<file path="config.mk">
export PLATFORM = sky130hd
export DESIGN_NAME = tcs_ctrl_flat
export DESIGN_NICKNAME = d
export VERILOG_FILES = /design/src/tcs_pkg.sv /design/src/tcs_cmd_if.sv /design/src/tcs_ctrl.sv /design/src/flat_wrapper.sv
export VERILOG_INCLUDE_DIRS = /design/src /design/src/src
export SDC_FILE = /design/constraint.sdc
export NUM_CORES = 1
export LEC_CHECK = 0
export ABC_AREA = 0
export BUFFER_PORTS_ARGS = -buffer_cell sky130_fd_sc_hd__clkbuf_2
export CORE_ASPECT_RATIO = 0.75
export CORE_MARGIN = 8
export CORE_UTILIZATION = 60
export DETAILED_ROUTE_END_ITERATION = 16
export PLACE_DENSITY = 0.82
export SLEW_MARGIN = 5
export SYNTH_ARGS = -nofsm -noshare
export SYNTH_HDL_FRONTEND = slang
export SYNTH_SLANG_ARGS = --single-unit
</file>
<file path="constraint.sdc">
create_clock -name clk -period 5.7 [get_ports clk]
set_input_delay 0.285 -clock clk [delete_from_list [all_inputs] [get_ports clk]]
set_output_delay 0.285 -clock clk [all_outputs]
set_load 0.01 [all_outputs]
</file>
<file path="src/text_terminal_cursor_scroll_macros.svh">
`ifndef TEXT_TERMINAL_CURSOR_SCROLL_MACROS_SVH
`define TEXT_TERMINAL_CURSOR_SCROLL_MACROS_SVH

// same-cycle implication, checked on every rising edge outside reset
`define TCS_ASSERT_IMPL(name, clk, rst, ante, cons) \
  name: assert property (@(posedge clk) disable iff (rst) (ante) |-> (cons)) \
    else $error("tcs check failed");

// next-cycle implication, checked on every rising edge outside reset
`define TCS_ASSERT_NEXT(name, clk, rst, ante, cons) \
  name: assert property (@(posedge clk) disable iff (rst) (ante) |=> (cons)) \
    else $error("tcs check failed");

`endif

</file>
<file path="src/tcs_pkg.sv">
`timescale 1ns / 1ps

package tcs_pkg;

  // default screen geometry
  localparam int DEF_COLUMNS = 80;
  localparam int DEF_ROWS    = 25;

  // fixed field widths
  localparam int ADDR_IN_W = 11;
  localparam int CHAR_W    = 8;
  localparam int ATTR_W    = 8;
  localparam int CELL_W    = 16;
  localparam int COL_OUT_W = 7;
  localparam int ROW_OUT_W = 5;

  // function codes
  localparam logic FUNC_PUT  = 1'b0;
  localparam logic FUNC_READ = 1'b1;

  // character and attribute constants
  localparam logic [ATTR_W-1:0] RESET_COLOR  = 8'h04;
  localparam logic [CHAR_W-1:0] BLANK_CHAR   = 8'h20;
  localparam logic [CHAR_W-1:0] NEWLINE_CHAR = 8'h0A;

  function automatic logic [CELL_W-1:0] make_cell(input logic [CHAR_W-1:0] ch,
                                                  input logic [ATTR_W-1:0] attr);
    make_cell = {attr, ch};
  endfunction

  localparam logic [CELL_W-1:0] BLANK_CELL = {RESET_COLOR, BLANK_CHAR};

  // result word handed from the controller to the output register
  typedef struct packed {
    logic [CELL_W-1:0]    read_entry;
    logic [COL_OUT_W-1:0] cursor_col;
    logic [ROW_OUT_W-1:0] cursor_row;
    logic                 scrolled;
  } tcs_res_t;

endpackage

</file>
<file path="src/tcs_cmd_if.sv">
`timescale 1ns / 1ps

interface tcs_cmd_if
  import tcs_pkg::*;
();
  logic                 valid;
  logic                 ready;
  logic                 func;
  logic [CHAR_W-1:0]    char_code;
  logic [ADDR_IN_W-1:0] read_address;

  modport source (output valid, output func, output char_code, output read_address,
                  input ready);
  modport sink   (input valid, input func, input char_code, input read_address,
                  output ready);
endinterface

</file>
<file path="src/tcs_ctrl.sv">
`timescale 1ns / 1ps

`include "text_terminal_cursor_scroll_macros.svh"

module tcs_ctrl
  import tcs_pkg::*;
#(
  parameter int COLUMNS = DEF_COLUMNS,
  parameter int ROWS    = DEF_ROWS,
  parameter int AW      = $clog2(DEF_COLUMNS * DEF_ROWS)
) (
  input  logic              clk,
  input  logic              rst,
  tcs_cmd_if.sink           cmd,
  input  logic [ATTR_W-1:0] text_color,
  output logic              res_valid,
  input  logic              res_ready,
  output tcs_res_t          res,
  output logic              color_rst,
  output logic              ram_we,
  output logic [AW-1:0]     ram_waddr,
  output logic [CELL_W-1:0] ram_wdata,
  output logic              ram_re,
  output logic [AW-1:0]     ram_raddr,
  input  logic [CELL_W-1:0] ram_rdata
);

  localparam int CELLS = COLUMNS * ROWS;
  localparam int CW    = $clog2(COLUMNS);
  localparam int RW    = $clog2(ROWS);
  localparam int SW    = ((AW > ADDR_IN_W) ? AW : ADDR_IN_W) + 1;
  // row = addr / COLUMNS by reciprocal, exact for all 11-bit addresses
  localparam int K     = ADDR_IN_W + $clog2(COLUMNS);
  localparam int MW    = ADDR_IN_W + 2;
  localparam int PW    = ADDR_IN_W + MW + RW;
  localparam logic [MW-1:0] RECIP = MW'(((1 << K) + COLUMNS - 1) / COLUMNS);

  localparam logic [2:0] S_IDLE  = 3'd0;
  localparam logic [2:0] S_DIV   = 3'd1;
  localparam logic [2:0] S_RCHK  = 3'd2;
  localparam logic [2:0] S_RWAIT = 3'd3;
  localparam logic [2:0] S_PCHK  = 3'd4;
  localparam logic [2:0] S_CLR   = 3'd5;
  localparam logic [2:0] S_PUT   = 3'd6;
  localparam logic [2:0] S_FIN   = 3'd7;

  logic [2:0]           state;
  logic [CHAR_W-1:0]    char_q;
  logic [ADDR_IN_W-1:0] addr_q;
  logic [RW-1:0]        row_q;
  logic [AW-1:0]        paddr_q;
  logic [CELL_W-1:0]    entry;
  logic                 scrolled;
  logic [CW-1:0]        clr_cnt;

  // cursor, logical and physical; top is the physical row shown as row 0
  logic [CW-1:0]        cur_col;
  logic [RW-1:0]        cur_row;
  logic [RW-1:0]        cur_prow;
  logic [AW-1:0]        cur_pbase;
  logic [RW-1:0]        top;
  logic [AW-1:0]        top_base;
  logic [ROWS-1:0]      row_valid;

  logic [CW-1:0]        cur_col_next;
  logic [RW-1:0]        cur_row_next;
  logic [RW-1:0]        cur_prow_next;
  logic [AW-1:0]        cur_pbase_next;
  logic [RW-1:0]        top_next;
  logic [AW-1:0]        top_base_next;
  logic                 do_scroll;

  logic [PW-1:0]        prod;
  logic [SW-1:0]        psum;
  logic [RW:0]          prow_sum;
  logic [RW-1:0]        prow;
  logic [CW:0]          col_inc;
  logic                 line_end;
  logic [SW-1:0]        pbase_sum;
  logic [SW-1:0]        tbase_sum;
  logic [RW:0]          prow_inc;
  logic [RW:0]          top_inc;

  assign cmd.ready = (state == S_IDLE);

  // address split for reads: logical row, then physical cell through the ring
  always_comb begin
    prod     = PW'(addr_q) * PW'(RECIP);
    psum     = SW'(addr_q) + SW'(top_base);
    if (psum >= SW'(CELLS)) begin
      psum = psum - SW'(CELLS);
    end
    prow_sum = (RW+1)'(row_q) + (RW+1)'(top);
    if (prow_sum >= (RW+1)'(ROWS)) begin
      prow_sum = prow_sum - (RW+1)'(ROWS);
    end
    prow = prow_sum[RW-1:0];
  end

  // cursor advance after a put, with scroll through the row ring
  always_comb begin
    col_inc   = (CW+1)'(cur_col) + (CW+1)'(1);
    line_end  = (col_inc == (CW+1)'(COLUMNS)) || (char_q == NEWLINE_CHAR);
    pbase_sum = SW'(cur_pbase) + SW'(COLUMNS);
    if (pbase_sum >= SW'(CELLS)) begin
      pbase_sum = pbase_sum - SW'(CELLS);
    end
    tbase_sum = SW'(top_base) + SW'(COLUMNS);
    if (tbase_sum >= SW'(CELLS)) begin
      tbase_sum = tbase_sum - SW'(CELLS);
    end
    prow_inc = (RW+1)'(cur_prow) + (RW+1)'(1);
    if (prow_inc >= (RW+1)'(ROWS)) begin
      prow_inc = '0;
    end
    top_inc = (RW+1)'(top) + (RW+1)'(1);
    if (top_inc >= (RW+1)'(ROWS)) begin
      top_inc = '0;
    end

    cur_col_next   = col_inc[CW-1:0];
    cur_row_next   = cur_row;
    cur_prow_next  = cur_prow;
    cur_pbase_next = cur_pbase;
    top_next       = top;
    top_base_next  = top_base;
    do_scroll      = 1'b0;
    if (line_end) begin
      cur_col_next = '0;
      if (cur_row == RW'(ROWS - 1)) begin
        // old top row is recycled as the new bottom row
        do_scroll      = 1'b1;
        top_next       = top_inc[RW-1:0];
        top_base_next  = AW'(tbase_sum);
        cur_prow_next  = top;
        cur_pbase_next = top_base;
      end else begin
        cur_row_next   = cur_row + RW'(1);
        cur_prow_next  = prow_inc[RW-1:0];
        cur_pbase_next = AW'(pbase_sum);
      end
    end
  end

  // memory access per state
  always_comb begin
    ram_we    = 1'b0;
    ram_waddr = cur_pbase + AW'(cur_col);
    ram_wdata = make_cell(char_q, text_color);
    ram_re    = 1'b0;
    ram_raddr = paddr_q;
    color_rst = 1'b0;
    case (state)
      S_CLR: begin
        ram_we    = 1'b1;
        ram_waddr = cur_pbase + AW'(clr_cnt);
        ram_wdata = BLANK_CELL;
      end
      S_PUT: begin
        ram_we    = 1'b1;
        color_rst = do_scroll;
      end
      S_RCHK: begin
        ram_re = row_valid[prow];
      end
      default: begin
      end
    endcase
  end

  // sequencer
  always_ff @(posedge clk) begin
    if (rst) begin
      state     <= S_IDLE;
      cur_col   <= '0;
      cur_row   <= '0;
      cur_prow  <= '0;
      cur_pbase <= '0;
      top       <= '0;
      top_base  <= '0;
      row_valid <= '0;
    end else begin
      unique case (state)
        S_IDLE: begin
          if (cmd.valid) begin
            char_q   <= cmd.char_code;
            addr_q   <= cmd.read_address;
            scrolled <= 1'b0;
            if (cmd.func == FUNC_PUT) begin
              state <= S_PCHK;
            end else if (SW'(cmd.read_address) >= SW'(CELLS)) begin
              entry <= '0;
              state <= S_FIN;
            end else begin
              state <= S_DIV;
            end
          end
        end
        S_DIV: begin
          row_q   <= prod[K +: RW];
          paddr_q <= AW'(psum);
          state   <= S_RCHK;
        end
        S_RCHK: begin
          if (row_valid[prow]) begin
            state <= S_RWAIT;
          end else begin
            entry <= BLANK_CELL;
            state <= S_FIN;
          end
        end
        S_RWAIT: begin
          entry <= ram_rdata;
          state <= S_FIN;
        end
        S_PCHK: begin
          clr_cnt <= '0;
          state   <= row_valid[cur_prow] ? S_PUT : S_CLR;
        end
        S_CLR: begin
          clr_cnt <= clr_cnt + CW'(1);
          if (clr_cnt == CW'(COLUMNS - 1)) begin
            row_valid[cur_prow] <= 1'b1;
            state               <= S_PUT;
          end
        end
        S_PUT: begin
          entry     <= '0;
          scrolled  <= do_scroll;
          cur_col   <= cur_col_next;
          cur_row   <= cur_row_next;
          cur_prow  <= cur_prow_next;
          cur_pbase <= cur_pbase_next;
          top       <= top_next;
          top_base  <= top_base_next;
          if (do_scroll) begin
            row_valid[top] <= 1'b0;
          end
          state <= S_FIN;
        end
        S_FIN: begin
          if (res_ready) begin
            state <= S_IDLE;
          end
        end
        default: begin
          state <= S_IDLE;
        end
      endcase
    end
  end

  // result word
  assign res_valid      = (state == S_FIN);
  assign res.read_entry = entry;
  assign res.cursor_col = COL_OUT_W'(cur_col);
  assign res.cursor_row = ROW_OUT_W'(cur_row);
  assign res.scrolled   = scrolled;

  // checks
  `TCS_ASSERT_IMPL(a_prow_ring, clk, rst, 1'b1, (int'(cur_row) + int'(top) == int'(cur_prow)) || (int'(cur_row) + int'(top) == int'(cur_prow) + ROWS))
  `TCS_ASSERT_IMPL(a_pbase_match, clk, rst, 1'b1, int'(cur_pbase) == int'(cur_prow) * COLUMNS)
  `TCS_ASSERT_NEXT(a_scroll_drops_row, clk, rst, color_rst, !row_valid[$past(top)])
  `TCS_ASSERT_IMPL(a_write_states, clk, rst, ram_we, (state == S_PUT) || (state == S_CLR))

endmodule

</file>
<file path="src/flat_wrapper.sv">
// flat-port wrapper written by rule: the top's interface ports become plain ports
module tcs_ctrl_flat import tcs_pkg::*;
#(
  parameter int COLUMNS = DEF_COLUMNS,
  parameter int ROWS    = DEF_ROWS,
  parameter int AW      = $clog2(DEF_COLUMNS * DEF_ROWS)
)
  (clk, rst, text_color, res_valid, res_ready, res, color_rst, ram_we, ram_waddr, ram_wdata, ram_re, ram_raddr, ram_rdata, cmd_valid, cmd_func, cmd_char_code, cmd_read_address, cmd_ready);
  tcs_cmd_if cmd_i ();
  input  logic clk;
  input  logic rst;
  input  logic [ATTR_W-1:0] text_color;
  output logic res_valid;
  input  logic res_ready;
  output tcs_res_t res;
  output logic color_rst;
  output logic ram_we;
  output logic [AW-1:0] ram_waddr;
  output logic [CELL_W-1:0] ram_wdata;
  output logic ram_re;
  output logic [AW-1:0] ram_raddr;
  input  logic [CELL_W-1:0] ram_rdata;
  input wire logic [$bits(cmd_i.valid)-1:0] cmd_valid;
  input wire logic [$bits(cmd_i.func)-1:0] cmd_func;
  input wire logic [$bits(cmd_i.char_code)-1:0] cmd_char_code;
  input wire logic [$bits(cmd_i.read_address)-1:0] cmd_read_address;
  output wire logic [$bits(cmd_i.ready)-1:0] cmd_ready;
  assign cmd_i.valid = cmd_valid;
  assign cmd_i.func = cmd_func;
  assign cmd_i.char_code = cmd_char_code;
  assign cmd_i.read_address = cmd_read_address;
  assign cmd_ready = cmd_i.ready;
  tcs_ctrl #(.COLUMNS(COLUMNS), .ROWS(ROWS), .AW(AW)) u_core (.clk(clk), .rst(rst), .cmd(cmd_i), .text_color(text_color), .res_valid(res_valid), .res_ready(res_ready), .res(res), .color_rst(color_rst), .ram_we(ram_we), .ram_waddr(ram_waddr), .ram_wdata(ram_wdata), .ram_re(ram_re), .ram_raddr(ram_raddr), .ram_rdata(ram_rdata));
endmodule
</file>
==> key figures <==
Die
  • Initial Utilization: 61.8%
  • Die height: 125 µm
  • Site Rows: 39
  • CORE AREA: 15300 µm²
  • # IOs: 120
  • Die W: 161 µm
  • Die ar.: 20100 µm²

Status
  • Outcome: complete, no violations

Clock tree
  • Clock buffer depth: 2
  • Root Buffer Master: clkbuf_16
  • Post-CTS Hold Fix Bufs: 0
  • CTS tree: built
  • Post-CTS setup buffers: 0
  • CTS H-tree depth: 4
  • Post-CTS sizing: 0
  • Worst-Skew Late Latency: 0.42 ns
  • Clock sink count: 123
  • CTS Buf Count: 17
  • Clock Pin Slew Worst Setup and Hold Paths: 0.06 ns

Routing
  • Wire per inst: 18.0 µm
  • Residual DRC count: 0
  • DR iter-0 viols: 765
  • Via count: 7836
  • Antenna Violating Nets Remaining: 0
  • Final WL: 23.8 mm
  • Via density: 5.92
  • Drt pass-1 iters: 5

Synth
  • Largest area contributor in the netlist: edfxtp_1
  • Yosys top cell area share: 18.7%
  • Register area share after synthesis: 32.3%
  • Yosys reg bits: 123
  • Syn avg cell area: 9.43 µm²
  • Synth Flop Type: dfxtp_1
  • Syn nets: 1190
  • Most common cell in the synthesized netlist: ha_1
  • Ys async rst share: 0%
  • Yosys cell types: 99
  • Synth top cells by count: ha_1, inv_1, nand2_1
  • Ys Warns: 0
  • Netlist Area Pre-Place: 9460 µm²
  • Mapped Cells: 1004
  • Synth top area cells: edfxtp_1, ha_1, dfxtp_1
  • Post-synth EDFFs: 59

Global routing
  • GR Overflow Total: 0
  • Gr usage total: 23.2%
  • First-pass GRT wire length: 38.1 mm
  • Vias in the first global route: 7347
  • Largest net degree at the start of global routing: 70
  • Antenna violations before repair: 0

STA
  • Worst-Margin Slew: 1.06 ns
  • Final Hold Vio Count: 0
  • Max Freq: 0.190 GHz
  • Final Skew: 0.00995 ns
  • RSZ-0062 raised after global routing: false
  • Setup WS post-layout: 0.439 ns
  • Final Max Tran Viols: 0
  • Relative slew slack: 29.3%
  • Final period util: 92.3%
  • Fin crit period: 5.26 ns
  • Final setup vio count: 0
  • Final setup TNS: 0 ns

Critical path
  • Worst Reg2Reg Path Length in Cells: 19
  • Worst setup EP type: register
  • Worst Setup Start Kind: register
  • Max FO, Critical Path: 7
  • WP data required: 5.86 ns
  • R2r endpoint: u_core.row_q[4]$_DFFE_PP_
  • R2r startpoint: u_core.addr_q[5]$_DFFE_PP_
  • Crit path DAT: 5.43 ns
  • Critical path type: reg -> reg
  • R2R setup slack: 0.44 ns

Power
  • Power Density: 284 nW/µm²
  • Worst vdd ir: 0.211 mV
  • P_leak: 4.76 nW

Placement
  • Dpl ws: 0.471 ns
  • Final GP Congestion: 0.907
  • Post-DP HPWL: 17.6 mm
  • Port Buffer Count: 119

Min path
  • Hold Path Depth: 1
  • Worst hold path class: in -> reg
  • HP Start: cmd_char_code[6]
  • WHS Endpoint: u_core.char_q[6]$_DFFE_PP_

Cells and area
  • Diode count: 0
  • Share of layout cells above drive strength 1: 17.9%
  • Layout area overhead: 13.8%
  • Final nets: 1292

Flow run
  • Maxcap violations: 0
how the worst max path moves through the flow:
stage	from	to
2_1_floorplan	u_core.addr_q[5]$_DFFE_PP_	u_core.row_q[4]$_DFFE_PP_
3_3_place_gp	u_core.addr_q[5]$_DFFE_PP_	u_core.row_q[4]$_DFFE_PP_
3_5_place_dp	u_core.addr_q[5]$_DFFE_PP_	u_core.row_q[4]$_DFFE_PP_
4_1_cts	u_core.addr_q[5]$_DFFE_PP_	u_core.row_q[4]$_DFFE_PP_
5_1_grt	u_core.addr_q[5]$_DFFE_PP_	u_core.row_q[4]$_DFFE_PP_
6_report	u_core.addr_q[5]$_DFFE_PP_	u_core.row_q[4]$_DFFE_PP_
metrics by stage:
step           util, %  hold slack, ns  power (W)  area [µm²]  std cells
2_1_floorplan        -           0.374    0.00169        9460       1004
3_3_place_gp      66.2           0.462    0.00189       10100       1292
3_5_place_dp      66.2           0.464    0.00192       10100       1292
4_1_cts           70.3          0.0280    0.00307       10800       1324
5_1_grt           70.3          0.0261    0.00325       10800       1324
6_report          70.3          0.0379    0.00306       10800       1324
routing by layer:
metal / wire length (µm) / global-route usage [%] / up-vias
met5: 0 / 0 / -
met2: 10500 / 34.8 / 354
met1: 10700 / 32.3 / 3707
li1: - / - / 3741
met4: 338 / 6.68 / 0
met3: 2250 / 6.08 / 34
power by group:
group	internal, W	switching (W)
clock network	0.000730	0.000413
registers	0.000974	0.0000332
logic	0.000385	0.000528
logic make-up (layout without fill, tap and decap cells):
family	after synthesis	count (layout)	share of synthesized area, %
simple gates	306	306	16.9
mux	19	19	3.19
compound gates	223	223	15.7
flops	123	123	32.3
buf+inv	144	259	6.40
fa+ha+maj	139	139	21.0
xor+xnor	49	49	4.61
other cells	1	1	0.0396
flip-flops by register name, summed over array words and instances (netlist names):
name / flops
u_core.addr_q: 11
u_core.char_q: 8
u_core.clr_cnt: 7
u_core.cur_col: 7
u_core.cur_pbase: 7
u_core.cur_prow: 5
u_core.cur_row: 5
u_core.entry: 16
u_core.ram_raddr: 11
u_core.row_q: 5
u_core.row_valid: 25
u_core.scrolled: 1
u_core.state: 3
u_core.top: 5
u_core.top_base: 7
worst max-delay path, cell delays in order (launching register included):
cell      delay (ns)
edfxtp_1        0.54
ha_1            0.39
inv_1           0.07
fa_1            0.47
inv_1           0.06
fa_1            0.50
inv_1           0.06
fa_1            0.43
fa_1            0.51
inv_1           0.04
ha_1            0.30
a21oi_1         0.16
nor2_1          0.06
a211o_1         0.28
nor3_1          0.13
o21ai_0         0.18
a311oi_1        0.41
o21bai_1        0.16
a21oi_1         0.19
xnor2_1         0.08
placed cells by master, fill, tap and decap left out, types with 33 or more instances in the layout:
master,netlist,routed
clkbuf_2,0,119
ha_1,105,105
inv_1,103,103
nand2_1,82,82
a21oi_1,66,66
nor2_1,65,65
dfxtp_1,64,64
o21ai_0,63,63
edfxtp_1,59,59
and2_1,36,36
fa_1,33,33
cell type report:
cell class,count,area [µm²]
clock buffer,17,425
clock inverter,15,200
fill,1157,4550
inverter,104,390
multi-input combinational,737,5820
sequential,123,3050
tap,205,256
timing repair buffer,123,626
(Power assumes the default switching activity.)
